===== src/rtl/lslf_pkg.sv =====
// Shared constants, status codes and width helpers for the least-squares line fit.
// No dependencies; imported by every module of the block.
package lslf_pkg;

   localparam int LSLF_MAX_POINTS  = 64;
   localparam int LSLF_QUEUE_DEPTH = 2;

   localparam logic [1:0] LSLF_ST_OK        = 2'd0;
   localparam logic [1:0] LSLF_ST_ZERO_DEN  = 2'd1;
   localparam logic [1:0] LSLF_ST_TOO_MANY  = 2'd2;
   localparam logic [1:0] LSLF_ST_SATURATED = 2'd3;

   function automatic int lslf_cnt_w(int max_points);
      return $clog2(max_points + 1);
   endfunction

   function automatic int lslf_sum_w(int max_points);
      return 16 + $clog2(max_points);
   endfunction

   function automatic int lslf_prd_w(int max_points);
      return 32 + $clog2(max_points);
   endfunction

   function automatic int lslf_sq_w(int max_points);
      return 31 + $clog2(max_points);
   endfunction

   function automatic int lslf_snap_w(int max_points);
      return 1 + lslf_cnt_w(max_points) + 2 * lslf_sum_w(max_points)
             + lslf_prd_w(max_points) + lslf_sq_w(max_points);
   endfunction

endpackage


===== src/rtl/lslf_front.sv =====
// Front end: takes one point per cycle while take is high and keeps count and running sums.
// On the last point of a set it emits a packed snapshot. Depends on lslf_pkg.
module lslf_front
   import lslf_pkg::*;
#(
   parameter int MAX_POINTS = LSLF_MAX_POINTS
) (
   input  logic                                 clock,
   input  logic                                 reset,
   input  logic                                 take,
   input  logic signed [15:0]                   x_value,
   input  logic signed [15:0]                   y_value,
   input  logic                                 last_point,
   output logic                                 snap_push,
   output logic [lslf_snap_w(MAX_POINTS)-1:0]   snap_data
);

   localparam int CNT_W = lslf_cnt_w(MAX_POINTS);
   localparam int SUM_W = lslf_sum_w(MAX_POINTS);
   localparam int PRD_W = lslf_prd_w(MAX_POINTS);
   localparam int SQ_W  = lslf_sq_w(MAX_POINTS);

   logic [CNT_W-1:0]        cnt_ff, cnt_in, cnt_acc;
   logic signed [SUM_W-1:0] sx_ff, sx_in, sx_acc;
   logic signed [SUM_W-1:0] sy_ff, sy_in, sy_acc;
   logic signed [PRD_W-1:0] sxy_ff, sxy_in, sxy_acc;
   logic [SQ_W-1:0]         sx2_ff, sx2_in, sx2_acc;
   logic                    ovf_ff, ovf_in, ovf_acc;
   logic signed [31:0]      xy_prod;
   logic signed [31:0]      xx_prod;

   assign xy_prod = x_value * y_value;
   assign xx_prod = x_value * x_value;

   always_comb begin
      cnt_acc = cnt_ff;
      sx_acc  = sx_ff;
      sy_acc  = sy_ff;
      sxy_acc = sxy_ff;
      sx2_acc = sx2_ff;
      ovf_acc = ovf_ff;
      if (cnt_ff >= CNT_W'(MAX_POINTS)) begin
         ovf_acc = 1'b1;
      end else begin
         cnt_acc = cnt_ff + 1'b1;
         sx_acc  = sx_ff + SUM_W'(x_value);
         sy_acc  = sy_ff + SUM_W'(y_value);
         sxy_acc = sxy_ff + PRD_W'(xy_prod);
         sx2_acc = sx2_ff + SQ_W'(xx_prod[30:0]);
      end

      cnt_in = cnt_ff;
      sx_in  = sx_ff;
      sy_in  = sy_ff;
      sxy_in = sxy_ff;
      sx2_in = sx2_ff;
      ovf_in = ovf_ff;
      if (take) begin
         if (last_point) begin
            cnt_in = '0;
            sx_in  = '0;
            sy_in  = '0;
            sxy_in = '0;
            sx2_in = '0;
            ovf_in = 1'b0;
         end else begin
            cnt_in = cnt_acc;
            sx_in  = sx_acc;
            sy_in  = sy_acc;
            sxy_in = sxy_acc;
            sx2_in = sx2_acc;
            ovf_in = ovf_acc;
         end
      end
   end

   assign snap_push = take & last_point;
   assign snap_data = {ovf_acc, cnt_acc, sx_acc, sy_acc, sxy_acc, sx2_acc};

   always_ff @(posedge clock) begin
      if (reset) begin
         cnt_ff <= '0;
         sx_ff  <= '0;
         sy_ff  <= '0;
         sxy_ff <= '0;
         sx2_ff <= '0;
         ovf_ff <= 1'b0;
      end else begin
         cnt_ff <= cnt_in;
         sx_ff  <= sx_in;
         sy_ff  <= sy_in;
         sxy_ff <= sxy_in;
         sx2_ff <= sx2_in;
         ovf_ff <= ovf_in;
      end
   end

endmodule


===== config.mk =====
export PLATFORM = sky130hd
export DESIGN_NAME = lslf_front
export DESIGN_NICKNAME = d
export VERILOG_FILES = /design/src/rtl/lslf_pkg.sv /design/src/rtl/lslf_front.sv
export SDC_FILE = /design/constraint.sdc
export NUM_CORES = 2
export LEC_CHECK = 0
export BUFFER_PORTS_ARGS = -buffer_cell sky130_fd_sc_hd__buf_2
export CORE_UTILIZATION = 38
export CTS_CLUSTER_DIAMETER = 50
export DETAILED_ROUTE_END_ITERATION = 12
export RECOVER_POWER = 50
export SYNTH_ARGS = -nofsm -noshare
export SYNTH_HDL_FRONTEND = slang
export SYNTH_SLANG_ARGS = --single-unit
export TNS_END_PERCENT = 100

===== constraint.sdc =====
create_clock -name clock -period 17 [get_ports clock]
set_input_delay 3.4 -clock clock [delete_from_list [all_inputs] [get_ports clock]]
set_output_delay 3.4 -clock clock [all_outputs]
set_load 0.1 [all_outputs]

==> run_results.csv <==
group,metric,value,unit
run_status,outcome,"finished with violations",
run_status,violations,"capacitance limit, slew limit",
floorplan,rows,101,
drt,ant_nets,0,
floorplan,die-area,79000,sq um
setup_path,startpoint_type,"input pin",
finish,nNetsFinal,4362,
setup_path,crit_required,13600,ps
synth,yosys.area_share.simple,14.9,%
placement,place.gp.congestion,0.916,
setup_path,critPathMaxFanout,29,
timing,fin_setup_tns,0,ps
cts,cts_tree,"done",
grt,globalRouteOverflowTotal,0,
drt,routed_wl,80900,um
timing,worst_pin_slew,3050,ps
synth,avgSynthCellArea,8.63,sq um
setup_path,cp_num_buf_inv,8,
cts,ctsRootBufferMaster,"clkbuf_16",
cts,clkTransAtPathRegs,60,ps
setup_path,slowest_stage,"o32ai_2",
synth,ys.flop_type,"dfxtp_1",
timing,post-route-min-period,16100,ps
timing,final-hold-violation-count,0,
floorplan,start_util,38.7,%
cts,cts_resized,0,
synth,synth_top_family_by_area,"adder cells",
timing,maxSlewViolCount,175,
synth,synth_fa_ha_area_share,48.9,%
cts,clk_latency,500,ps
grt,grt_pass1_wl,131000,um
cts,numCtsBuffers,17,
floorplan,die_w,281,um
timing,setup_violations,0,
synth,async_flop_share,0,%
synth,synth-compound-area-share,12.3,%
synth,yosysTopAreaCellShare,37.3,%
flow_run,maxCapViolations,4,
synth,synth_most_common_cell,"inv_1",
cts,clock_sinks,127,
synth,synth_common_cells,"640 x inv_1, 551 x fa_1, 442 x nand2_1",
timing,slew_headroom,-103,%
floorplan,core-area,76500,sq um
synth,ys_warn_count,0,
finish,syn_to_final_growth,7.72,%
synth,muxShareOfSynthArea,0.824,%
timing,fmax,62.1,MHz
grt,grt_max_degree,83,
drt,wl_per_cell,17.8,um
cts,cts_hold_buf,0,
drt,drc_errors,0,
setup_path,criticalPathCategory,"in -> out",
drt,vias,23039,
setup_path,max_stage_delay,590,ps
cts,cts_buffer_depth,2,
timing,min_period_over_period,94.7,%
synth,synth_top_area_cell,"fa_1",
cts,h-tree-depth,4,
synth,yosys.area_share.xor_xnor,4.59,%
placement,portBuffers,163,
grt,grt_usage,21.4,%
synth,ys_types,86,
drt,viasPerCell,5.07,
floorplan,ioPinCount,164,
synth,ys_top_cells_by_area,"fa_1 37%, ha_1 12%, dfxtp_1 8.6%, inv_1 8.1%, nand2_1 5.6%",
min_path,hp-class,"reg -> reg",
synth,synth-edff-count,0,
synth,synth-seq-cells,127,
setup_path,crit_arrival,12700,ps
synth,syn_nets,4292,
synth,synthesis.instances,3429,
placement,place_hpwl,63600,um
drt,drtIter0Drc,1389,
finish,drive_gt1_share,6.35,%
setup_path,cp_top_family,"adder cells",
drt,drtPass1Iterations,5,
grt,grt_pass1_vias,23722,
timing,finClkSkew,26.1,ps
grt,grt_antenna_before_repair,1,
timing,rsz0062_at_grt,"false",
synth,yosysSeqAreaShare,8.59,%
synth,netlist_area,29600,sq um
floorplan,die_h,281,um
setup_path,cp-end-kind,"output port",
cts,postCtsSetupBuffers,0,
-- layout by cell type (no fill, tap or decap), types with 7 or more instances in the layout --
cell type,instances
o21a_1,13
nor2b_1,72
nand3_1,20
nor3_1,19
and2_1,136
nand2_1,442
mux2_2,18
a21o_1,54
nor2_1,150
dfxtp_1,127
nand2b_1,42
o21ai_1,34
nor4_1,7
fa_1,551
a22o_1,11
ha_1,276
inv_1,640
o211ai_1,11
and3_1,10
a21oi_1,162
a22oi_1,15
a211oi_1,17
clkbuf_16,17
xor2_1,55
nand4_1,7
clkbuf_1,46
buf_4,17
a31oi_1,16
o21bai_1,15
xnor2_1,100
buf_2,125
o21ai_0,152
o31ai_1,10
-- registers in the layout, summed over array words and instances (netlist names) --
name	count
sx2_ff	37
cnt_ff	7
sxy_ff	38
sx_ff	22
sy_ff	22
ovf_ff	1
-- metrics by stage --
stage / util, % / hold slack (ps) / instance area [sq um] / setup WS, ps / instances
2_1_floorplan: - / 446 / 29600 / 958 / 3429
3_3_place_gp: 41.0 / 459 / 31400 / 1120 / 4510
3_5_place_dp: 41.0 / 466 / 31400 / 1020 / 4510
4_1_cts: 41.8 / 476 / 32000 / 1020 / 4542
5_1_grt: 41.7 / 516 / 31900 / 419 / 4543
6_report: 41.7 / 478 / 31900 / 901 / 4543
-- worst min-delay path, delay by kind of cell (launching register included) --
family	cells	cell delay, ps
AND/OR/NAND/NOR	1	60
flip-flops	1	330
AO/OA/AOI/OAI	1	50
-- logic make-up after synthesis --
group           count (synthesis)
mux                            22
flops                         127
xor+xnor                      155
buf+inv                       778
compound gates                579
simple gates                  941
fa+ha+maj                     827
-- cell type report --
cell class / count / area [sq um]
flip-flops and latches: 127 / 2540
repair buffers: 186 / 918
clock buffers: 19 / 433
diodes: 1 / 2.50
multi-input cells: 2524 / 24100
inverters: 643 / 2410
fillers: 7772 / 44600
well taps: 1030 / 1290
clock inverters: 13 / 164
-- layer usage --
layer	share of wire (%)	track usage [%]	vias up	wire (um)
met5	0	0	-	0
met4	1.7	5.11	0	1390
met3	4.9	3.19	57	3990
met2	48	36.0	472	39200
met1	45	28.8	11612	36400
li1	-	-	10898	-
-- final timing paths --
check,cells past startpoint,to,from,slack (ps)
min reg2reg,2,sxy_ff[34]$_SDFFE_PP0P_,sxy_ff[34]$_SDFFE_PP0P_,480
min,2,sxy_ff[34]$_SDFFE_PP0P_,sxy_ff[34]$_SDFFE_PP0P_,480
max reg2reg,19,sxy_ff[37]$_SDFFE_PP0P_,sxy_ff[15]$_SDFFE_PP0P_,10800
max,33,snap_data[31],x_value[8],900
Power is left out: the tool's default activity adds up to more than one toggle a clock period on the data nets, which glitch-free logic cannot reach.
