`src/rtl/lslf_pkg.sv`:
```
// Shared constants, status codes and width helpers for the least-squares line fit.
// No dependencies; imported by every module of the block.
package lslf_pkg;

   localparam int LSLF_MAX_POINTS  = 64;
   localparam int LSLF_QUEUE_DEPTH = 2;

   localparam logic [1:0] LSLF_ST_OK        = 2'd0;
   localparam logic [1:0] LSLF_ST_ZERO_DEN  = 2'd1;
   localparam logic [1:0] LSLF_ST_TOO_MANY  = 2'd2;
   localparam logic [1:0] LSLF_ST_SATURATED = 2'd3;

   function automatic int lslf_cnt_w(int max_points);
      return $clog2(max_points + 1);
   endfunction

   function automatic int lslf_sum_w(int max_points);
      return 16 + $clog2(max_points);
   endfunction

   function automatic int lslf_prd_w(int max_points);
      return 32 + $clog2(max_points);
   endfunction

   function automatic int lslf_sq_w(int max_points);
      return 31 + $clog2(max_points);
   endfunction

   function automatic int lslf_snap_w(int max_points);
      return 1 + lslf_cnt_w(max_points) + 2 * lslf_sum_w(max_points)
             + lslf_prd_w(max_points) + lslf_sq_w(max_points);
   endfunction

endpackage

```
`src/rtl/lslf_queue.sv`:
```
// Short snapshot queue between front and back end.
// Depth from lslf_pkg; payload width set by the instantiating module.
module lslf_queue
   import lslf_pkg::*;
#(
   parameter int DATA_W = lslf_snap_w(LSLF_MAX_POINTS)
) (
   input  logic              clock,
   input  logic              reset,
   input  logic              push,
   input  logic [DATA_W-1:0] data_in,
   output logic              full,
   input  logic              pop,
   output logic              empty,
   output logic [DATA_W-1:0] data_out
);

   localparam int DEPTH = LSLF_QUEUE_DEPTH;
   localparam int PTR_W = (DEPTH > 1) ? $clog2(DEPTH) : 1;
   localparam int CNT_W = $clog2(DEPTH + 1);

   logic [DATA_W-1:0] mem_ff [DEPTH];
   logic [PTR_W-1:0]  wr_ptr_ff, wr_ptr_in;
   logic [PTR_W-1:0]  rd_ptr_ff, rd_ptr_in;
   logic [CNT_W-1:0]  cnt_ff, cnt_in;
   logic              do_push, do_pop;

   assign full     = (cnt_ff == CNT_W'(DEPTH));
   assign empty    = (cnt_ff == '0);
   assign do_push  = push & ~full;
   assign do_pop   = pop & ~empty;
   assign data_out = mem_ff[rd_ptr_ff];

   always_comb begin
      wr_ptr_in = wr_ptr_ff;
      rd_ptr_in = rd_ptr_ff;
      cnt_in    = cnt_ff;
      if (do_push) begin
         wr_ptr_in = (wr_ptr_ff == PTR_W'(DEPTH - 1)) ? '0 : wr_ptr_ff + 1'b1;
      end
      if (do_pop) begin
         rd_ptr_in = (rd_ptr_ff == PTR_W'(DEPTH - 1)) ? '0 : rd_ptr_ff + 1'b1;
      end
      if (do_push && !do_pop) begin
         cnt_in = cnt_ff + 1'b1;
      end else if (do_pop && !do_push) begin
         cnt_in = cnt_ff - 1'b1;
      end
   end

   always_ff @(posedge clock) begin
      if (do_push) begin
         mem_ff[wr_ptr_ff] <= data_in;
      end
   end

   always_ff @(posedge clock) begin
      if (reset) begin
         wr_ptr_ff <= '0;
         rd_ptr_ff <= '0;
         cnt_ff    <= '0;
      end else begin
         wr_ptr_ff <= wr_ptr_in;
         rd_ptr_ff <= rd_ptr_in;
         cnt_ff    <= cnt_in;
      end
   end

endmodule

```
`config.mk`:
```
export PLATFORM = sky130hd
export DESIGN_NAME = lslf_queue
export DESIGN_NICKNAME = d
export VERILOG_FILES = /design/src/rtl/lslf_pkg.sv /design/src/rtl/lslf_queue.sv
export SDC_FILE = /design/constraint.sdc
export NUM_CORES = 1
export LEC_CHECK = 0
export BUFFER_PORTS_ARGS = -buffer_cell sky130_fd_sc_hd__buf_2
export CORE_ASPECT_RATIO = 1.1
export CORE_MARGIN = 2
export CORE_UTILIZATION = 35
export DETAILED_ROUTE_END_ITERATION = 16
export PLACE_DENSITY = 0.68
export SLEW_MARGIN = 20
export SYNTH_ARGS = -nofsm -noshare
export SYNTH_HDL_FRONTEND = slang
export SYNTH_SLANG_ARGS = --single-unit
```
`constraint.sdc`:
```
create_clock -name clock -period 12.7 [get_ports clock]
set_input_delay 0 -clock clock [delete_from_list [all_inputs] [get_ports clock]]
set_output_delay 0 -clock clock [all_outputs]
set_load 0.005 [all_outputs]
```
==> impl_metrics.ini, run 1 <==
[outcome]
status = completed

[flow_run]
cap_violations = 0

[cells_and_area]
syn_to_final_growth_pct = 41.15
fin_area_mm2 = 0.01339
final_net_count = 961
regArea_mm2 = 0.007731
finish.utilization = 0.4998
drive_gt1_frac = 0.5059
multi_input_area_mm2 = 0.001655
fill_cells = 2210
final_cell_count_no_fill = 1205
diodes = 0

[clock_tree]
numCtsBuffers = 27
clk_pin_slew_worst_paths_ns = 0.06
cts-htree-levels = 1
postCtsSetupRepairBufs = 0
clock-root-buffer = clkbuf_16
cts.sinks = 259
clock_path_buffers = 3
hold_buffers = 131
cts_tree = yes
worstSkewPairLatency_ns = 0.53
cts-resized-gates = 0

[detailed_routing]
vias = 5340
drtIter0Drc = 308
drc = 0
finalWirelength_mm = 19.79
wl_per_cell_um = 16.43
drtPass1Iterations = 4
routed_via_density = 4.432
ant_nets = 0

[synth]
synth_top_area_share = 0.8038
yosys.area.top_type = edfxtp_1
ys_types = 15
syn-num-nets = 552
ys_warn_count = 0
synth_mux_area_frac = 0.1626
synth-xor-area-share = 0.002769
synth-simple-area-share = 0.004879
ys_seq_elements = 259
synth_enable_flop_cells = 254
ys_top_cells_by_count = edfxtp_1 (254), mux2_2 (97), mux2_4 (30)
syn_avg_cell_area_um2 = 22.59
synth_area_leaders = edfxtp_1 (80%), mux2_2 (12%), mux2_4 (4.7%), dfxtp_1 (1.1%), buf_6 (0.59%)
yosysMostFrequentCell = edfxtp_1
synth_area_mm2 = 0.009489
synth_top_family_by_area = multiplexers
netlist_instances = 420
async_flop_share = 0
seq_area_frac_synth = 0.8143
synth-compound-area-share = 0.002637
synth_ff_type = edfxtp_1
yosys.area_share.adder = 0.001319

[pwr]
p_leak_nw = 5.070
p_per_area_mw_per_mm2 = 184.2
total_power_mw = 2.467
peakVddDrop_mv = 0.1540

[global_routing]
grt_pass1_vias = 5532
grt_pass1_wl_mm = 29.31
grt.total_usage = 0.1315
grt_max_degree = 77
overflow = 0
antenna_found_initial = 0

[critical_path]
path_buf_inv = 2
crit_required_ns = 12.70
critPathMaxStageDelay_ns = 0.95
critPathLaunchType = flip-flop
path_max_fanout = 64
cp.arrival_ns = 2.97
path_class = flip-flop to output pin
cp_top_family = buffers and inverters
cpMaxStageDelayCell = dfxtp_4
r2r_start = cnt_ff[1]
cp_cell_sequence = buf_4, mux2_2, buf_2
end_kind = output pin

[sta]
rsz0062_at_grt = false
hold_violations = 0
finalSetupTns_ns = 0
finalCriticalPeriod_ns = 2.975
maxSlewHeadroom = 0.3325
finalMaxSlewViolations = 0
holdWs_ns = 0.2012
finClkSkew_ns = 0.01650
finalSetupViolations = 0
fin_crit_sh = 0.2342
max_freq_ghz = 0.3362
worst_pin_slew_ns = 1.001
finalWorstSetupSlack_ns = 9.725

[floorplanning]
die_w_um = 161.0
core_area_mm2 = 0.02680
ioPinCount = 260
placementRows = 63
start_util = 0.3541
die-area_mm2 = 0.02845
die_h_um = 176.7

[placement]
routabilityCongestion = 0.7065
numPortBuffers = 259
placed_area_mm2 = 0.01116
dp_slack_ns = 9.813
place_hpwl_mm = 11.17
dp_cells = 1025

[min_path]
min_path_type = input port to flip-flop
worstHoldStart = data_in[72]
==> placed cells by master (no fill, tap or decap) <==
| cell | count |
|---|---|
| clkinv_2 | 2 |
| inv_4 | 1 |
| mux2_2 | 97 |
| edfxtp_1 | 254 |
| o21ai_0 | 3 |
| ha_1 | 1 |
| inv_6 | 1 |
| clkinv_1 | 7 |
| dlygate4sd3_1 | 131 |
| or3_1 | 2 |
| buf_16 | 1 |
| nor2b_2 | 1 |
| buf_2 | 259 |
| mux2_4 | 30 |
| nor2_1 | 5 |
| a21oi_1 | 2 |
| clkbuf_16 | 27 |
| inv_1 | 1 |
| and2_4 | 1 |
| xor2_1 | 3 |
| dfxtp_4 | 1 |
| clkbuf_1 | 6 |
| buf_4 | 3 |
| dfxtp_1 | 4 |
| bufinv_16 | 5 |
==> flip-flops by register name (all words and copies together), names as in the netlist, named ones only <==
signal,cells
mem_ff,254
cnt_ff,2
rd_ptr_ff,1
wr_ptr_ff,1
==> area by class of cell <==
cell class,count,share of cell area
tap,357,0.03335
clock buffer,33,0.05213
multi-input combinational,145,0.1236
inverter,2,0.0007473
timing repair buffer,394,0.1984
sequential,259,0.5772
clock inverter,15,0.01457
==> power breakdown <==
group	internal [mW]	total [mW]	leakage, nW	switching [mW]
clock	0.489	0.794	0.434	0.305
combinational	0.298	0.540	2.22	0.241
sequential	1.08	1.13	2.41	0.0576
total	1.86	2.47	5.07	0.604
==> cells by family (layout without fill, tap and decap cells) <==
kind of cell | count (synthesis) | after routing
AO/OA/AOI/OAI | 5 | 5
adder cells (fa/ha/maj) | 1 | 1
AND/OR/NAND/NOR | 9 | 9
flip-flops | 259 | 259
multiplexers | 127 | 127
XOR/XNOR | 3 | 3
buffers and inverters | 16 | 444
==> metal layers <==
layer  GRT usage  part of all wire
met4     0.04874             0.029
met1      0.1545              0.39
met3     0.03257             0.066
met2      0.2337              0.51
met5           0                 0
==> path summary, 6_finish.rpt <==
| check | endpoint | slack (ns) | cells after the start |
|---|---|---|---|
| max | data_out[58] | 9.73 | 3 |
| min | mem_ff[0][72] | 0.20 | 2 |
| max reg2reg | mem_ff[0][21] | 9.87 | 4 |
| min reg2reg | rd_ptr_ff | 0.53 | 2 |
Power figures use the tool's default switching activity.
==> inputs of run 2 (changes only) <==
--- a/config.mk
+++ b/config.mk
@@ -5,12 +5,13 @@
 export SDC_FILE = /design/constraint.sdc
 export NUM_CORES = 1
 export LEC_CHECK = 0
+export ABC_AREA = 1
 export BUFFER_PORTS_ARGS = -buffer_cell sky130_fd_sc_hd__buf_2
 export CORE_ASPECT_RATIO = 1.1
 export CORE_MARGIN = 2
 export CORE_UTILIZATION = 35
 export DETAILED_ROUTE_END_ITERATION = 16
-export PLACE_DENSITY = 0.68
+export PLACE_DENSITY = 0.7
 export SLEW_MARGIN = 20
 export SYNTH_ARGS = -nofsm -noshare
 export SYNTH_HDL_FRONTEND = slang
==> constraint.sdc (replaced) <==
create_clock -name clock -period 2.6 [get_ports clock]
set_input_delay 0 -clock clock [delete_from_list [all_inputs] [get_ports clock]]
set_output_delay 0 -clock clock [all_outputs]
set_load 0.005 [all_outputs]
==> run 2 against run 1 <==
  * Non-clock buffer count increased by 5
  * Count of clock-buffer cells in the layout increased by 3
  * Global-route usage increased by 0.093 points
  * Critical path type is now flip-flop to flip-flop
  * Critical endpoint is now wr_ptr_ff
==> impl_metrics.ini, run 2 <==
[critical_path]
crit_required_ns = 3.06
path_max_fanout = 4
critPathLaunchType = flip-flop
path_class = flip-flop to flip-flop
end_kind = flip-flop
cp.arrival_ns = 2.43

[placement]
place_hpwl_mm = 11.81
dp_cells = 1042
numPortBuffers = 259
placed_area_mm2 = 0.01132
routabilityCongestion = 0.7172

[synth]
synth_enable_flop_cells = 254
synth_ff_type = edfxtp_1
syn-num-nets = 564
synth_area_mm2 = 0.009514
seq_area_frac_synth = 0.8122
async_flop_share = 0
ys_warn_count = 0
synth_area_leaders = edfxtp_1 (80%), mux2_2 (11%), mux2_4 (4.7%), dfxtp_1 (1.1%), buf_6 (0.59%)
synth_top_area_share = 0.8017
yosys.area.top_type = edfxtp_1
ys_seq_elements = 259
ys_types = 15
yosysMostFrequentCell = edfxtp_1
netlist_instances = 432
syn_avg_cell_area_um2 = 22.02
ys_top_cells_by_count = edfxtp_1 (254), mux2_2 (97), mux2_4 (30)

[floorplanning]
die_w_um = 161.2
ioPinCount = 260
die-area_mm2 = 0.02852
die_h_um = 176.9
core_area_mm2 = 0.02688
placementRows = 63
start_util = 0.3540

[global_routing]
grt.total_usage = 0.1324
grt_pass1_vias = 5769
overflow = 0
grt_max_degree = 72
antenna_found_initial = 1
grt_pass1_wl_mm = 29.80

[cells_and_area]
largest_reg_flops = 254
final_cell_count_no_fill = 1219
finish.utilization = 0.4982
reg_top3 = mem_ff: 254 flops, cnt_ff: 2 flops
syn_to_final_growth_pct = 40.74
final_cell_mix = buf_2 (259), edfxtp_1 (254), dlygate4sd3_1 (132)
layout_commonest_cell = buf_2
top_register = mem_ff
drive_gt1_frac = 0.4988
final_net_count = 977
fill_cells = 2221
fin_area_mm2 = 0.01339
diodes = 0

[detailed_routing]
drtIter0Drc = 326
wl_per_cell_um = 16.17
drc = 0
routed_via_density = 4.420
drtPass1Iterations = 4
ant_nets = 0
finalWirelength_mm = 19.72
vias = 5388

[sta]
rsz0062_at_grt = false
holdWs_ns = 0.02508
max_freq_ghz = 0.5065
finalMaxSlewViolations = 0
finalSetupViolations = 0
worst_pin_slew_ns = 0.6366
finClkSkew_ns = 0.005431
finalCriticalPeriod_ns = 1.974
maxSlewHeadroom = 0.5746
hold_violations = 0
fin_crit_sh = 0.7594

[clock_tree]
cts.sinks = 259
hold_buffers = 132
clock_path_buffers = 3
cts_tree = yes
postCtsSetupRepairBufs = 0
cts-resized-gates = 0
clock-root-buffer = clkbuf_16
cts-htree-levels = 1
clk_pin_slew_worst_paths_ns = 0.06
numCtsBuffers = 26
worstSkewPairLatency_ns = 0.52

[pwr]
p_per_area_mw_per_mm2 = 846.5
p_leak_nw = 5.065
peakVddDrop_mv = 0.5700

[outcome]
status = completed

[flow_run]
cap_violations = 0

[min_path]
min_path_type = input port to flip-flop
-- run 2: cell count changes in the layout (fill, tap and decap cells not counted), sizes merged, moves of 4 or more --
cell	before	now
inv	3	9
buf	263	267
nand2	0	4
bufinv	5	0
nor2	5	9
-- run 2: cell families (layout without fill, tap and decap cells) --
| family | after synthesis | count (layout) | synth area share |
|---|---|---|---|
| muxes | 127 | 127 | 0.1622 |
| AOI/OAI and AO/OA | 6 | 6 | 0.003155 |
| buffers and inverters | 23 | 453 | 0.01420 |
| and+or+nand+nor | 16 | 16 | 0.006970 |
| adders and majority gates | 1 | 1 | 0.001315 |
| DFF | 259 | 259 | 0.8122 |
-- run 2: worst max-delay path, stage by stage (launching register included) --
cell           delay, ns
dfxtp_2             0.36
inv_2               0.07
o21ai_4             0.21
o21ai_0             0.10
dlygate4sd3_1       0.56
nor2_1              0.08
dlygate4sd3_1       0.54
-- run 2: through the flow --
stage / TNS, ns / power (mW) / setup WS, ns
floorplan: -43.39 / 6.931 / -0.1805
global placement: 0 / 7.920 / 0.8802
detailed placement: 0 / 7.983 / 0.8358
CTS: 0 / 11.50 / 0.6332
global route: 0 / 11.89 / 0.5563
finish: 0 / 11.33 / 0.6256
-- run 2: cell type report --
type,count,area [um2],share of cell area
Sequential cell,259,7735,0.5777
Timing Repair Buffer,399,2753,0.2056
Multi-Input combinational cell,150,1678,0.1253
Clock buffer,36,709.4,0.05298
Tap cell,357,446.7,0.03336
Clock inverter,9,35.03,0.002616
Inverter,9,33.78,0.002523
-- run 2: final timing paths --
check / start / slack, ns / depth (start not counted) / end
max: cnt_ff[1] / 0.63 / 6 / wr_ptr_ff
min: push / 0.03 / 3 / mem_ff[1][14]
max reg2reg: cnt_ff[1] / 0.63 / 6 / wr_ptr_ff
min reg2reg: rd_ptr_ff / 0.57 / 3 / flip-flop
-- run 2: layer usage --
layer  vias to the layer above  part of all wire  wire (um)  global-route usage
li1                       2534                 -          -                   -
met5                         -           0.00056         11                   0
met1                      2631              0.38       7591              0.1461
met4                         2             0.022        440             0.03981
met3                        33             0.069       1364             0.03585
met2                       188              0.52      10310              0.2484
-- run 2: report_power, final --
group          switching, mW  total (mW)  internal [mW]
Sequential             0.143        5.42           5.28
Clock                   1.42        3.30           1.88
Combinational           1.25        2.61           1.36
