`config.mk`:
```
export PLATFORM = sky130hd
export DESIGN_NAME = lslf_back
export DESIGN_NICKNAME = d
export VERILOG_FILES = /design/src/rtl/lslf_pkg.sv /design/src/rtl/lslf_back.sv
export SDC_FILE = /design/constraint.sdc
export NUM_CORES = 2
export LEC_CHECK = 0
export ABC_AREA = 0
export BUFFER_PORTS_ARGS = -buffer_cell sky130_fd_sc_hd__buf_2
export CORE_UTILIZATION = 45
export CTS_BUF_LIST = sky130_fd_sc_hd__clkbuf_2
export DETAILED_ROUTE_END_ITERATION = 10
export REMOVE_ABC_BUFFERS = 1
export SYNTH_ARGS = -nofsm -noshare
export SYNTH_HDL_FRONTEND = slang
export SYNTH_SLANG_ARGS = --single-unit
```
`constraint.sdc`:
```
create_clock -name clock -period 10.2 [get_ports clock]
set_input_delay 1.02 -clock clock [delete_from_list [all_inputs] [get_ports clock]]
set_output_delay 1.02 -clock clock [all_outputs]
set_load 0.02 [all_outputs]
```
`src/rtl/lslf_pkg.sv`:
```
// Shared constants, status codes and width helpers for the least-squares line fit.
// No dependencies; imported by every module of the block.
package lslf_pkg;

   localparam int LSLF_MAX_POINTS  = 64;
   localparam int LSLF_QUEUE_DEPTH = 2;

   localparam logic [1:0] LSLF_ST_OK        = 2'd0;
   localparam logic [1:0] LSLF_ST_ZERO_DEN  = 2'd1;
   localparam logic [1:0] LSLF_ST_TOO_MANY  = 2'd2;
   localparam logic [1:0] LSLF_ST_SATURATED = 2'd3;

   function automatic int lslf_cnt_w(int max_points);
      return $clog2(max_points + 1);
   endfunction

   function automatic int lslf_sum_w(int max_points);
      return 16 + $clog2(max_points);
   endfunction

   function automatic int lslf_prd_w(int max_points);
      return 32 + $clog2(max_points);
   endfunction

   function automatic int lslf_sq_w(int max_points);
      return 31 + $clog2(max_points);
   endfunction

   function automatic int lslf_snap_w(int max_points);
      return 1 + lslf_cnt_w(max_points) + 2 * lslf_sum_w(max_points)
             + lslf_prd_w(max_points) + lslf_sq_w(max_points);
   endfunction

endpackage

```
`src/rtl/lslf_back.sv`:
```
// Back end: digit-serial products into three accumulators, then a shared
// restoring divider for slope and intercept, and a one-entry result register.
// Depends on lslf_pkg.
module lslf_back
   import lslf_pkg::*;
#(
   parameter int MAX_POINTS = LSLF_MAX_POINTS
) (
   input  logic                                 clock,
   input  logic                                 reset,
   input  logic                                 snap_empty,
   input  logic [lslf_snap_w(MAX_POINTS)-1:0]   snap_data,
   output logic                                 snap_pop,
   output logic                                 empty,
   input  logic                                 pop,
   output logic signed [31:0]                   slope,
   output logic signed [31:0]                   intercept,
   output logic [1:0]                           status
);

   localparam int LG     = $clog2(MAX_POINTS);
   localparam int CNT_W  = lslf_cnt_w(MAX_POINTS);
   localparam int SUM_W  = lslf_sum_w(MAX_POINTS);
   localparam int PRD_W  = lslf_prd_w(MAX_POINTS);
   localparam int SQ_W   = lslf_sq_w(MAX_POINTS);
   localparam int SNAP_W = lslf_snap_w(MAX_POINTS);
   localparam int MAG_W  = 31 + LG;
   localparam int B_W    = SUM_W;
   localparam int NDIG   = (B_W + 15) / 16;
   localparam int B_PAD  = NDIG * 16;
   localparam int DIG_W  = (NDIG > 1) ? $clog2(NDIG) : 1;
   localparam int PP_W   = MAG_W + 16;
   localparam int ACC_W  = 48 + 2 * LG;
   localparam int D_W    = 31 + 2 * LG;
   localparam int DIVN_W = ACC_W + 8;
   localparam int DC_W   = $clog2(DIVN_W);
   localparam int SLOPE_SHIFT = 16;
   localparam int ICPT_SHIFT  = 8;

   localparam int OFS_SXY = SQ_W;
   localparam int OFS_SY  = OFS_SXY + PRD_W;
   localparam int OFS_SX  = OFS_SY + SUM_W;
   localparam int OFS_CNT = OFS_SX + SUM_W;

   localparam logic [2:0] S_IDLE  = 3'd0;
   localparam logic [2:0] S_MUL   = 3'd1;
   localparam logic [2:0] S_DRAIN = 3'd2;
   localparam logic [2:0] S_CHECK = 3'd3;
   localparam logic [2:0] S_PREP  = 3'd4;
   localparam logic [2:0] S_DIV   = 3'd5;
   localparam logic [2:0] S_FIN   = 3'd6;
   localparam logic [2:0] S_OUT   = 3'd7;

   // product terms: D = n*Sx2 - Sx*Sx, Ns = n*Sxy - Sx*Sy, Ni = Sx2*Sy - Sxy*Sx
   localparam logic [2:0] T_D_POS  = 3'd0;
   localparam logic [2:0] T_D_NEG  = 3'd1;
   localparam logic [2:0] T_NS_POS = 3'd2;
   localparam logic [2:0] T_NS_NEG = 3'd3;
   localparam logic [2:0] T_NI_POS = 3'd4;
   localparam logic [2:0] T_NI_NEG = 3'd5;

   localparam logic [1:0] ACC_D  = 2'd0;
   localparam logic [1:0] ACC_NS = 2'd1;
   localparam logic [1:0] ACC_NI = 2'd2;

   localparam logic DIV_SLOPE = 1'b0;
   localparam logic DIV_ICPT  = 1'b1;

   logic [2:0]              state_ff, state_in;

   logic [B_W-1:0]          n_ff, n_in;
   logic [B_W-1:0]          sx_mag_ff, sx_mag_in;
   logic [B_W-1:0]          sy_mag_ff, sy_mag_in;
   logic [MAG_W-1:0]        sxy_mag_ff, sxy_mag_in;
   logic [MAG_W-1:0]        sx2_ff, sx2_in;
   logic                    sx_neg_ff, sx_neg_in;
   logic                    sy_neg_ff, sy_neg_in;
   logic                    sxy_neg_ff, sxy_neg_in;

   logic [2:0]              term_ff, term_in;
   logic [DIG_W-1:0]        dig_ff, dig_in;
   logic [PP_W-1:0]         pp_ff, pp_in;
   logic                    pp_neg_ff, pp_neg_in;
   logic [DIG_W-1:0]        pp_dig_ff, pp_dig_in;
   logic [1:0]              pp_acc_ff, pp_acc_in;
   logic                    pp_vld_ff, pp_vld_in;

   logic signed [ACC_W-1:0] acc_d_ff, acc_d_in;
   logic signed [ACC_W-1:0] acc_ns_ff, acc_ns_in;
   logic signed [ACC_W-1:0] acc_ni_ff, acc_ni_in;

   logic                    div_sel_ff, div_sel_in;
   logic                    div_neg_ff, div_neg_in;
   logic [DIVN_W-1:0]       num_ff, num_in;
   logic [D_W-1:0]          rem_ff, rem_in;
   logic [32:0]             q_ff, q_in;
   logic                    big_ff, big_in;
   logic [DC_W-1:0]         dcnt_ff, dcnt_in;
   logic                    sat_ff, sat_in;

   logic signed [31:0]      res_slope_ff, res_slope_in;
   logic signed [31:0]      res_icpt_ff, res_icpt_in;
   logic [1:0]              res_status_ff, res_status_in;

   logic                    out_vld_ff, out_vld_in;
   logic signed [31:0]      out_slope_ff, out_slope_in;
   logic signed [31:0]      out_icpt_ff, out_icpt_in;
   logic [1:0]              out_status_ff, out_status_in;

   // snapshot fields and magnitudes
   logic                    s_ovf;
   logic [CNT_W-1:0]        s_cnt;
   logic [SUM_W-1:0]        s_sx, s_sy, s_sx_abs, s_sy_abs;
   logic [PRD_W-1:0]        s_sxy, s_sxy_abs;
   logic [SQ_W-1:0]         s_sx2;

   // multiplier
   logic [MAG_W-1:0]        a_sel;
   logic [B_W-1:0]          b_sel;
   logic                    t_neg;
   logic [1:0]              t_acc;
   logic [B_PAD-1:0]        b_pad;
   logic [15:0]             digit;
   logic [ACC_W-1:0]        addend;
   logic signed [ACC_W-1:0] acc_cur, acc_new;

   // divider
   logic [D_W-1:0]          dval;
   logic [D_W:0]            trial, diff;
   logic                    ge;
   logic signed [ACC_W-1:0] src;
   logic [ACC_W-1:0]        src_mag;
   logic                    sat_now;
   logic signed [31:0]      q_val;

   logic                    out_wr;

   assign s_sx2 = snap_data[SQ_W-1:0];
   assign s_sxy = snap_data[OFS_SXY +: PRD_W];
   assign s_sy  = snap_data[OFS_SY +: SUM_W];
   assign s_sx  = snap_data[OFS_SX +: SUM_W];
   assign s_cnt = snap_data[OFS_CNT +: CNT_W];
   assign s_ovf = snap_data[SNAP_W-1];

   assign s_sx_abs  = s_sx[SUM_W-1] ? (~s_sx + 1'b1) : s_sx;
   assign s_sy_abs  = s_sy[SUM_W-1] ? (~s_sy + 1'b1) : s_sy;
   assign s_sxy_abs = s_sxy[PRD_W-1] ? (~s_sxy + 1'b1) : s_sxy;

   always_comb begin
      a_sel = '0;
      b_sel = '0;
      t_neg = 1'b0;
      t_acc = ACC_D;
      unique case (term_ff)
         T_D_POS: begin
            a_sel = sx2_ff;
            b_sel = n_ff;
            t_neg = 1'b0;
            t_acc = ACC_D;
         end
         T_D_NEG: begin
            a_sel = MAG_W'(sx_mag_ff);
            b_sel = sx_mag_ff;
            t_neg = 1'b1;
            t_acc = ACC_D;
         end
         T_NS_POS: begin
            a_sel = sxy_mag_ff;
            b_sel = n_ff;
            t_neg = sxy_neg_ff;
            t_acc = ACC_NS;
         end
         T_NS_NEG: begin
            a_sel = MAG_W'(sx_mag_ff);
            b_sel = sy_mag_ff;
            t_neg = ~(sx_neg_ff ^ sy_neg_ff);
            t_acc = ACC_NS;
         end
         T_NI_POS: begin
            a_sel = sx2_ff;
            b_sel = sy_mag_ff;
            t_neg = sy_neg_ff;
            t_acc = ACC_NI;
         end
         T_NI_NEG: begin
            a_sel = sxy_mag_ff;
            b_sel = sx_mag_ff;
            t_neg = ~(sxy_neg_ff ^ sx_neg_ff);
            t_acc = ACC_NI;
         end
         default: begin
            a_sel = '0;
            b_sel = '0;
            t_neg = 1'b0;
            t_acc = ACC_D;
         end
      endcase
   end

   assign b_pad  = B_PAD'(b_sel);
   assign digit  = b_pad[dig_ff * 16 +: 16];
   assign addend = ACC_W'(pp_ff) << {pp_dig_ff, 4'b0000};

   always_comb begin
      unique case (pp_acc_ff)
         ACC_D:   acc_cur = acc_d_ff;
         ACC_NS:  acc_cur = acc_ns_ff;
         ACC_NI:  acc_cur = acc_ni_ff;
         default: acc_cur = acc_d_ff;
      endcase
      acc_new = pp_neg_ff ? (acc_cur - $signed(addend)) : (acc_cur + $signed(addend));
   end

   assign dval    = acc_d_ff[D_W-1:0];
   assign trial   = {rem_ff, num_ff[DIVN_W-1]};
   assign diff    = trial - {1'b0, dval};
   assign ge      = (trial >= {1'b0, dval});
   assign src     = (div_sel_ff == DIV_ICPT) ? acc_ni_ff : acc_ns_ff;
   assign src_mag = src[ACC_W-1] ? (~src + 1'b1) : src;
   assign sat_now = div_neg_ff ? (big_ff | q_ff[32] | (q_ff[31] & (|q_ff[30:0])))
                               : (big_ff | q_ff[32] | q_ff[31]);

   always_comb begin
      if (div_neg_ff) begin
         q_val = sat_now ? 32'sh8000_0000 : $signed(~q_ff[31:0] + 1'b1);
      end else begin
         q_val = sat_now ? 32'sh7FFF_FFFF : $signed(q_ff[31:0]);
      end
   end

   assign out_wr = (state_ff == S_OUT) && (!out_vld_ff || pop);

   always_comb begin
      state_in      = state_ff;
      snap_pop      = 1'b0;
      n_in          = n_ff;
      sx_mag_in     = sx_mag_ff;
      sy_mag_in     = sy_mag_ff;
      sxy_mag_in    = sxy_mag_ff;
      sx2_in        = sx2_ff;
      sx_neg_in     = sx_neg_ff;
      sy_neg_in     = sy_neg_ff;
      sxy_neg_in    = sxy_neg_ff;
      term_in       = term_ff;
      dig_in        = dig_ff;
      pp_in         = pp_ff;
      pp_neg_in     = pp_neg_ff;
      pp_dig_in     = pp_dig_ff;
      pp_acc_in     = pp_acc_ff;
      pp_vld_in     = 1'b0;
      acc_d_in      = acc_d_ff;
      acc_ns_in     = acc_ns_ff;
      acc_ni_in     = acc_ni_ff;
      div_sel_in    = div_sel_ff;
      div_neg_in    = div_neg_ff;
      num_in        = num_ff;
      rem_in        = rem_ff;
      q_in          = q_ff;
      big_in        = big_ff;
      dcnt_in       = dcnt_ff;
      sat_in        = sat_ff;
      res_slope_in  = res_slope_ff;
      res_icpt_in   = res_icpt_ff;
      res_status_in = res_status_ff;

      if (pp_vld_ff) begin
         unique case (pp_acc_ff)
            ACC_D:   acc_d_in  = acc_new;
            ACC_NS:  acc_ns_in = acc_new;
            ACC_NI:  acc_ni_in = acc_new;
            default: acc_d_in  = acc_d_ff;
         endcase
      end

      unique case (state_ff)
         S_IDLE: begin
            if (!snap_empty) begin
               snap_pop   = 1'b1;
               n_in       = B_W'(s_cnt);
               sx_mag_in  = s_sx_abs;
               sy_mag_in  = s_sy_abs;
               sxy_mag_in = s_sxy_abs[MAG_W-1:0];
               sx2_in     = MAG_W'(s_sx2);
               sx_neg_in  = s_sx[SUM_W-1];
               sy_neg_in  = s_sy[SUM_W-1];
               sxy_neg_in = s_sxy[PRD_W-1];
               acc_d_in   = '0;
               acc_ns_in  = '0;
               acc_ni_in  = '0;
               term_in    = T_D_POS;
               dig_in     = '0;
               if (s_ovf) begin
                  res_slope_in  = '0;
                  res_icpt_in   = '0;
                  res_status_in = LSLF_ST_TOO_MANY;
                  state_in      = S_OUT;
               end else begin
                  state_in = S_MUL;
               end
            end
         end
         S_MUL: begin
            pp_in     = a_sel * digit;
            pp_neg_in = t_neg;
            pp_dig_in = dig_ff;
            pp_acc_in = t_acc;
            pp_vld_in = 1'b1;
            if (dig_ff == DIG_W'(NDIG - 1)) begin
               dig_in  = '0;
               term_in = term_ff + 1'b1;
               if (term_ff == T_NI_NEG) begin
                  state_in = S_DRAIN;
               end
            end else begin
               dig_in = dig_ff + 1'b1;
            end
         end
         S_DRAIN: begin
            state_in = S_CHECK;
         end
         S_CHECK: begin
            if (acc_d_ff == '0) begin
               res_slope_in  = '0;
               res_icpt_in   = '0;
               res_status_in = LSLF_ST_ZERO_DEN;
               state_in      = S_OUT;
            end else begin
               div_sel_in = DIV_SLOPE;
               sat_in     = 1'b0;
               state_in   = S_PREP;
            end
         end
         S_PREP: begin
            div_neg_in = src[ACC_W-1];
            num_in     = (div_sel_ff == DIV_ICPT) ? (DIVN_W'(src_mag) << ICPT_SHIFT)
                                                  : (DIVN_W'(src_mag) << SLOPE_SHIFT);
            rem_in     = '0;
            q_in       = '0;
            big_in     = 1'b0;
            dcnt_in    = '0;
            state_in   = S_DIV;
         end
         S_DIV: begin
            rem_in  = ge ? diff[D_W-1:0] : trial[D_W-1:0];
            num_in  = num_ff << 1;
            q_in    = {q_ff[31:0], ge};
            big_in  = big_ff | q_ff[32];
            dcnt_in = dcnt_ff + 1'b1;
            if (dcnt_ff == DC_W'(DIVN_W - 1)) begin
               state_in = S_FIN;
            end
         end
         S_FIN: begin
            if (div_sel_ff == DIV_SLOPE) begin
               res_slope_in = q_val;
               sat_in       = sat_now;
               div_sel_in   = DIV_ICPT;
               state_in     = S_PREP;
            end else begin
               res_icpt_in   = q_val;
               res_status_in = (sat_ff | sat_now) ? LSLF_ST_SATURATED : LSLF_ST_OK;
               state_in      = S_OUT;
            end
         end
         S_OUT: begin
            if (out_wr) begin
               state_in = S_IDLE;
            end
         end
         default: begin
            state_in = S_IDLE;
         end
      endcase
   end

   always_comb begin
      out_vld_in    = out_vld_ff;
      out_slope_in  = out_slope_ff;
      out_icpt_in   = out_icpt_ff;
      out_status_in = out_status_ff;
      if (out_wr) begin
         out_vld_in    = 1'b1;
         out_slope_in  = res_slope_ff;
         out_icpt_in   = res_icpt_ff;
         out_status_in = res_status_ff;
      end else if (pop && out_vld_ff) begin
         out_vld_in = 1'b0;
      end
   end

   assign empty     = ~out_vld_ff;
   assign slope     = out_slope_ff;
   assign intercept = out_icpt_ff;
   assign status    = out_status_ff;

   always_ff @(posedge clock) begin
      if (reset) begin
         state_ff   <= S_IDLE;
         pp_vld_ff  <= 1'b0;
         out_vld_ff <= 1'b0;
      end else begin
         state_ff   <= state_in;
         pp_vld_ff  <= pp_vld_in;
         out_vld_ff <= out_vld_in;
      end
   end

   always_ff @(posedge clock) begin
      n_ff          <= n_in;
      sx_mag_ff     <= sx_mag_in;
      sy_mag_ff     <= sy_mag_in;
      sxy_mag_ff    <= sxy_mag_in;
      sx2_ff        <= sx2_in;
      sx_neg_ff     <= sx_neg_in;
      sy_neg_ff     <= sy_neg_in;
      sxy_neg_ff    <= sxy_neg_in;
      term_ff       <= term_in;
      dig_ff        <= dig_in;
      pp_ff         <= pp_in;
      pp_neg_ff     <= pp_neg_in;
      pp_dig_ff     <= pp_dig_in;
      pp_acc_ff     <= pp_acc_in;
      acc_d_ff      <= acc_d_in;
      acc_ns_ff     <= acc_ns_in;
      acc_ni_ff     <= acc_ni_in;
      div_sel_ff    <= div_sel_in;
      div_neg_ff    <= div_neg_in;
      num_ff        <= num_in;
      rem_ff        <= rem_in;
      q_ff          <= q_in;
      big_ff        <= big_in;
      dcnt_ff       <= dcnt_in;
      sat_ff        <= sat_in;
      res_slope_ff  <= res_slope_in;
      res_icpt_ff   <= res_icpt_in;
      res_status_ff <= res_status_in;
      out_slope_ff  <= out_slope_in;
      out_icpt_ff   <= out_icpt_in;
      out_status_ff <= out_status_in;
   end

endmodule

```
==> results.py <==
metrics = {
    "grt": {
        "grt_pass1_wl_um": 261000,
        "globalRouteMet1Util_pct": 34.3,
        "grt_overflow": 0,
        "antenna_found_initial": 5,
        "grt-busiest-layer": "met2",
        "grt_usage_pct": 26.2,
        "use_met2_pct": 42.7,
        "met3_usage_pct": 4.74,
        "grt_pass1_vias": 46900,
        "grt_start_max_net_pins": 116,
    },
    "synth": {
        "async_flop_share_pct": 0,
        "netlist_top_cells_count": "nand2_1 (965), inv_1 (628), nor2_1 (609)",
        "synth_edf_count": 468,
        "syn_area_um2": 56700,
        "synth_area_leaders": "edfxtp_1 (25%), fa_1 (17%), dfxtp_1 (6.5%)",
        "synth_area_leader_cell": "edfxtp_1",
        "synth-seq-area-share_pct": 31.3,
        "syn_inst": 6377,
        "synth-seq-cells": 653,
        "yosysMostFrequentCell": "nand2_1",
        "yosysWarnings": 0,
        "yosys.cell_types.count": 107,
        "postSynthAreaPerCell_um2": 8.90,
        "yosys.area.top_type_share_pct": 24.8,
        "ys.flop_type": "edfxtp_1",
    },
    "route": {
        "drt-initial-drc-count": 3667,
        "drtAntennaViolNets": 0,
        "viasPerCell": 5.52,
        "wl_per_cell_um": 19.7,
        "vias": 46800,
        "finalWirelength_um": 167000,
        "dr.pass1.iters": 6,
        "drc": 0,
    },
    "cts": {
        "clk_latency_ns": 1.62,
        "cts_setup_buffers": 0,
        "postCtsHoldBufs": 227,
        "cts_root_buffer": "clkbuf_2",
        "cts.clk_slew.worst_paths_ns": 0.11,
        "htree_levels": 4,
        "cts_inserted_buffers": 170,
        "cts_resized": 0,
        "clock-sinks": 653,
        "cts_tree": "built",
        "clockBufferDepth": 3,
    },
    "place": {
        "dp.cells": 7924,
        "hpwl_um": 126000,
        "dpl-instance-area_um2": 59000,
        "port_buffers": 198,
        "place_congestion": 0.945,
    },
    "finish": {
        "drive_above_1_share_pct": 9.34,
        "stdcell_area_um2": 63000,
        "final_cells": 8474,
        "area_growth_pct": 11.0,
        "fillers": 11800,
        "nets": 7549,
    },
    "sta": {
        "max_slew_margin_pct": 8.97,
        "finalHoldViolCount": 0,
        "clock.fmax_mhz": 111,
        "worst_pin_slew_ns": 1.37,
        "setup_viol": 0,
        "clock-skew-final_ns": 0.162,
        "maxSlewViolCount": 0,
        "period_needed_ns": 9.04,
        "rsz0062_at_grt": "no",
        "finalCritPeriodShare_pct": 88.6,
        "fin_setup_tns_ns": 0,
    },
    "critical_path": {
        "reg2reg_depth": 29,
        "slowest_stage": "fa_1",
        "criticalPathCategory": "reg -> reg",
        "r2r-end": "pp_ff[52]$_DFFE_PP_",
        "path_buf_inv": 5,
        "cp_common_cell": "fa_1",
        "worstPathRequired_ns": 11.45,
        "worstPathArrival_ns": 10.29,
        "r2r_start": "term_ff[0]$_SDFFCE_PN0P_",
        "reg2reg_slack_ns": 1.16,
        "critPathLaunchType": "flop",
        "worstPathMaxFanout": 27,
        "slowest_delay_ns": 0.60,
        "endpoint_kind": "flop",
        "critPathTopFamily": "adder cells",
    },
    "run_status": {
        "outcome": "finished clean",
    },
    "worst_hold_path": {
        "hp-class": "in -> reg",
        "min-delay-start": "snap_data[5]",
        "holdPathStages": 2,
        "min_to": "sx2_ff[5]$_DFFE_PP_",
    },
    "die": {
        "pin_count": 199,
        "dieArea_um2": 128000,
        "placementRows": 129,
        "die-width_um": 357,
        "die_h_um": 357,
        "coreArea_um2": 124000,
        "initial_core_util_pct": 45.6,
    },
    "job": {
        "cap_violations": 0,
    },
}
[cell type report]
type / count / area [um^2] / share of cell area (%)
Multi-Input combinational cell: 4749 / 35400 / 56.2
Sequential cell: 653 / 17800 / 28.2
Timing Repair Buffer: 482 / 3700 / 5.88
Inverter: 630 / 2370 / 3.77
Tap cell: 1637 / 2050 / 3.25
Clock buffer: 245 / 1230 / 1.95
Clock inverter: 70 / 437 / 0.693
Antenna cell: 8 / 20.0 / 0.0318
[how the worst max path moves through the flow]
| stage | end | cells after the start | slack, ns | startpoint |
|---|---|---|---|---|
| after floorplan | pp_ff[46]$_DFFE_PP_ | 29 | 0.55 | term_ff[0]$_SDFFCE_PN0P_ |
| after global placement | pp_ff[45]$_DFFE_PP_ | 30 | 1.35 | term_ff[0]$_SDFFCE_PN0P_ |
| after detailed placement | pp_ff[49]$_DFFE_PP_ | 30 | 1.23 | term_ff[0]$_SDFFCE_PN0P_ |
| after CTS | pp_ff[49]$_DFFE_PP_ | 30 | 1.20 | term_ff[0]$_SDFFCE_PN0P_ |
| after global routing | pp_ff[45]$_DFFE_PP_ | 30 | 0.48 | term_ff[0]$_SDFFCE_PN0P_ |
| final | pp_ff[52]$_DFFE_PP_ | 29 | 1.16 | term_ff[0]$_SDFFCE_PN0P_ |
[placed cells by master (no fill, tap or decap), types with 97 or more instances in the layout]
cell,instances
a21o_1,126
a21oi_1,507
nor2_1,604
dfxtp_1,185
xnor2_1,206
a22oi_1,102
ha_1,238
nor3_1,100
clkbuf_2,245
buf_2,198
and2_1,97
nand2_1,961
o21ai_0,236
dlygate4sd3_1,227
inv_1,627
fa_1,490
edfxtp_1,468
xor2_1,146
[metal layers]
layer	routed length (um)	vias up
met2	77400	1684
met1	71500	22500
met3	11400	310
met5	48	-
met4	6580	8
li1	-	22300
[logic make-up (layout without fill, tap and decap cells)]
kind of cell,Yosys count,count (layout),synth area share [%]
AO/OA/AOI/OAI,1335,1335,14.7
XOR/XNOR,352,352,5.43
adder cells (fa/ha/maj),732,732,22.6
buffers and inverters,975,1427,6.56
flip-flops,653,653,31.3
multiplexers,76,76,1.37
other,0,8,0
AND/OR/NAND/NOR,2254,2254,18.0
[state kept, by name (all words and copies together) (netlist names), 22 cells and up]
register	flops
slope	32
rem_ff	43
sxy_mag_ff	37
sx2_ff	37
res_icpt_ff	32
acc_ni_ff	60
intercept	32
num_ff	60
acc_ns_ff	60
pp_ff	53
sx_mag_ff	22
sy_mag_ff	22
q_ff	33
res_slope_ff	32
acc_d_ff	60
[through the flow]
| stage | util, % | hold WS, ns | setup WS, ns |
|---|---|---|---|
| after floorplan | - | 0.400 | 0.548 |
| after global placement | 47.4 | 0.401 | 1.35 |
| after detailed placement | 47.4 | 0.405 | 1.23 |
| after CTS | 50.6 | 0.000946 | 1.20 |
| after global routing | 50.6 | 0.0217 | 0.475 |
| final | 50.6 | 0.231 | 1.16 |
Power is not shown: default switching activity piles up to over one toggle a cycle in this logic, so the estimate is an artifact.
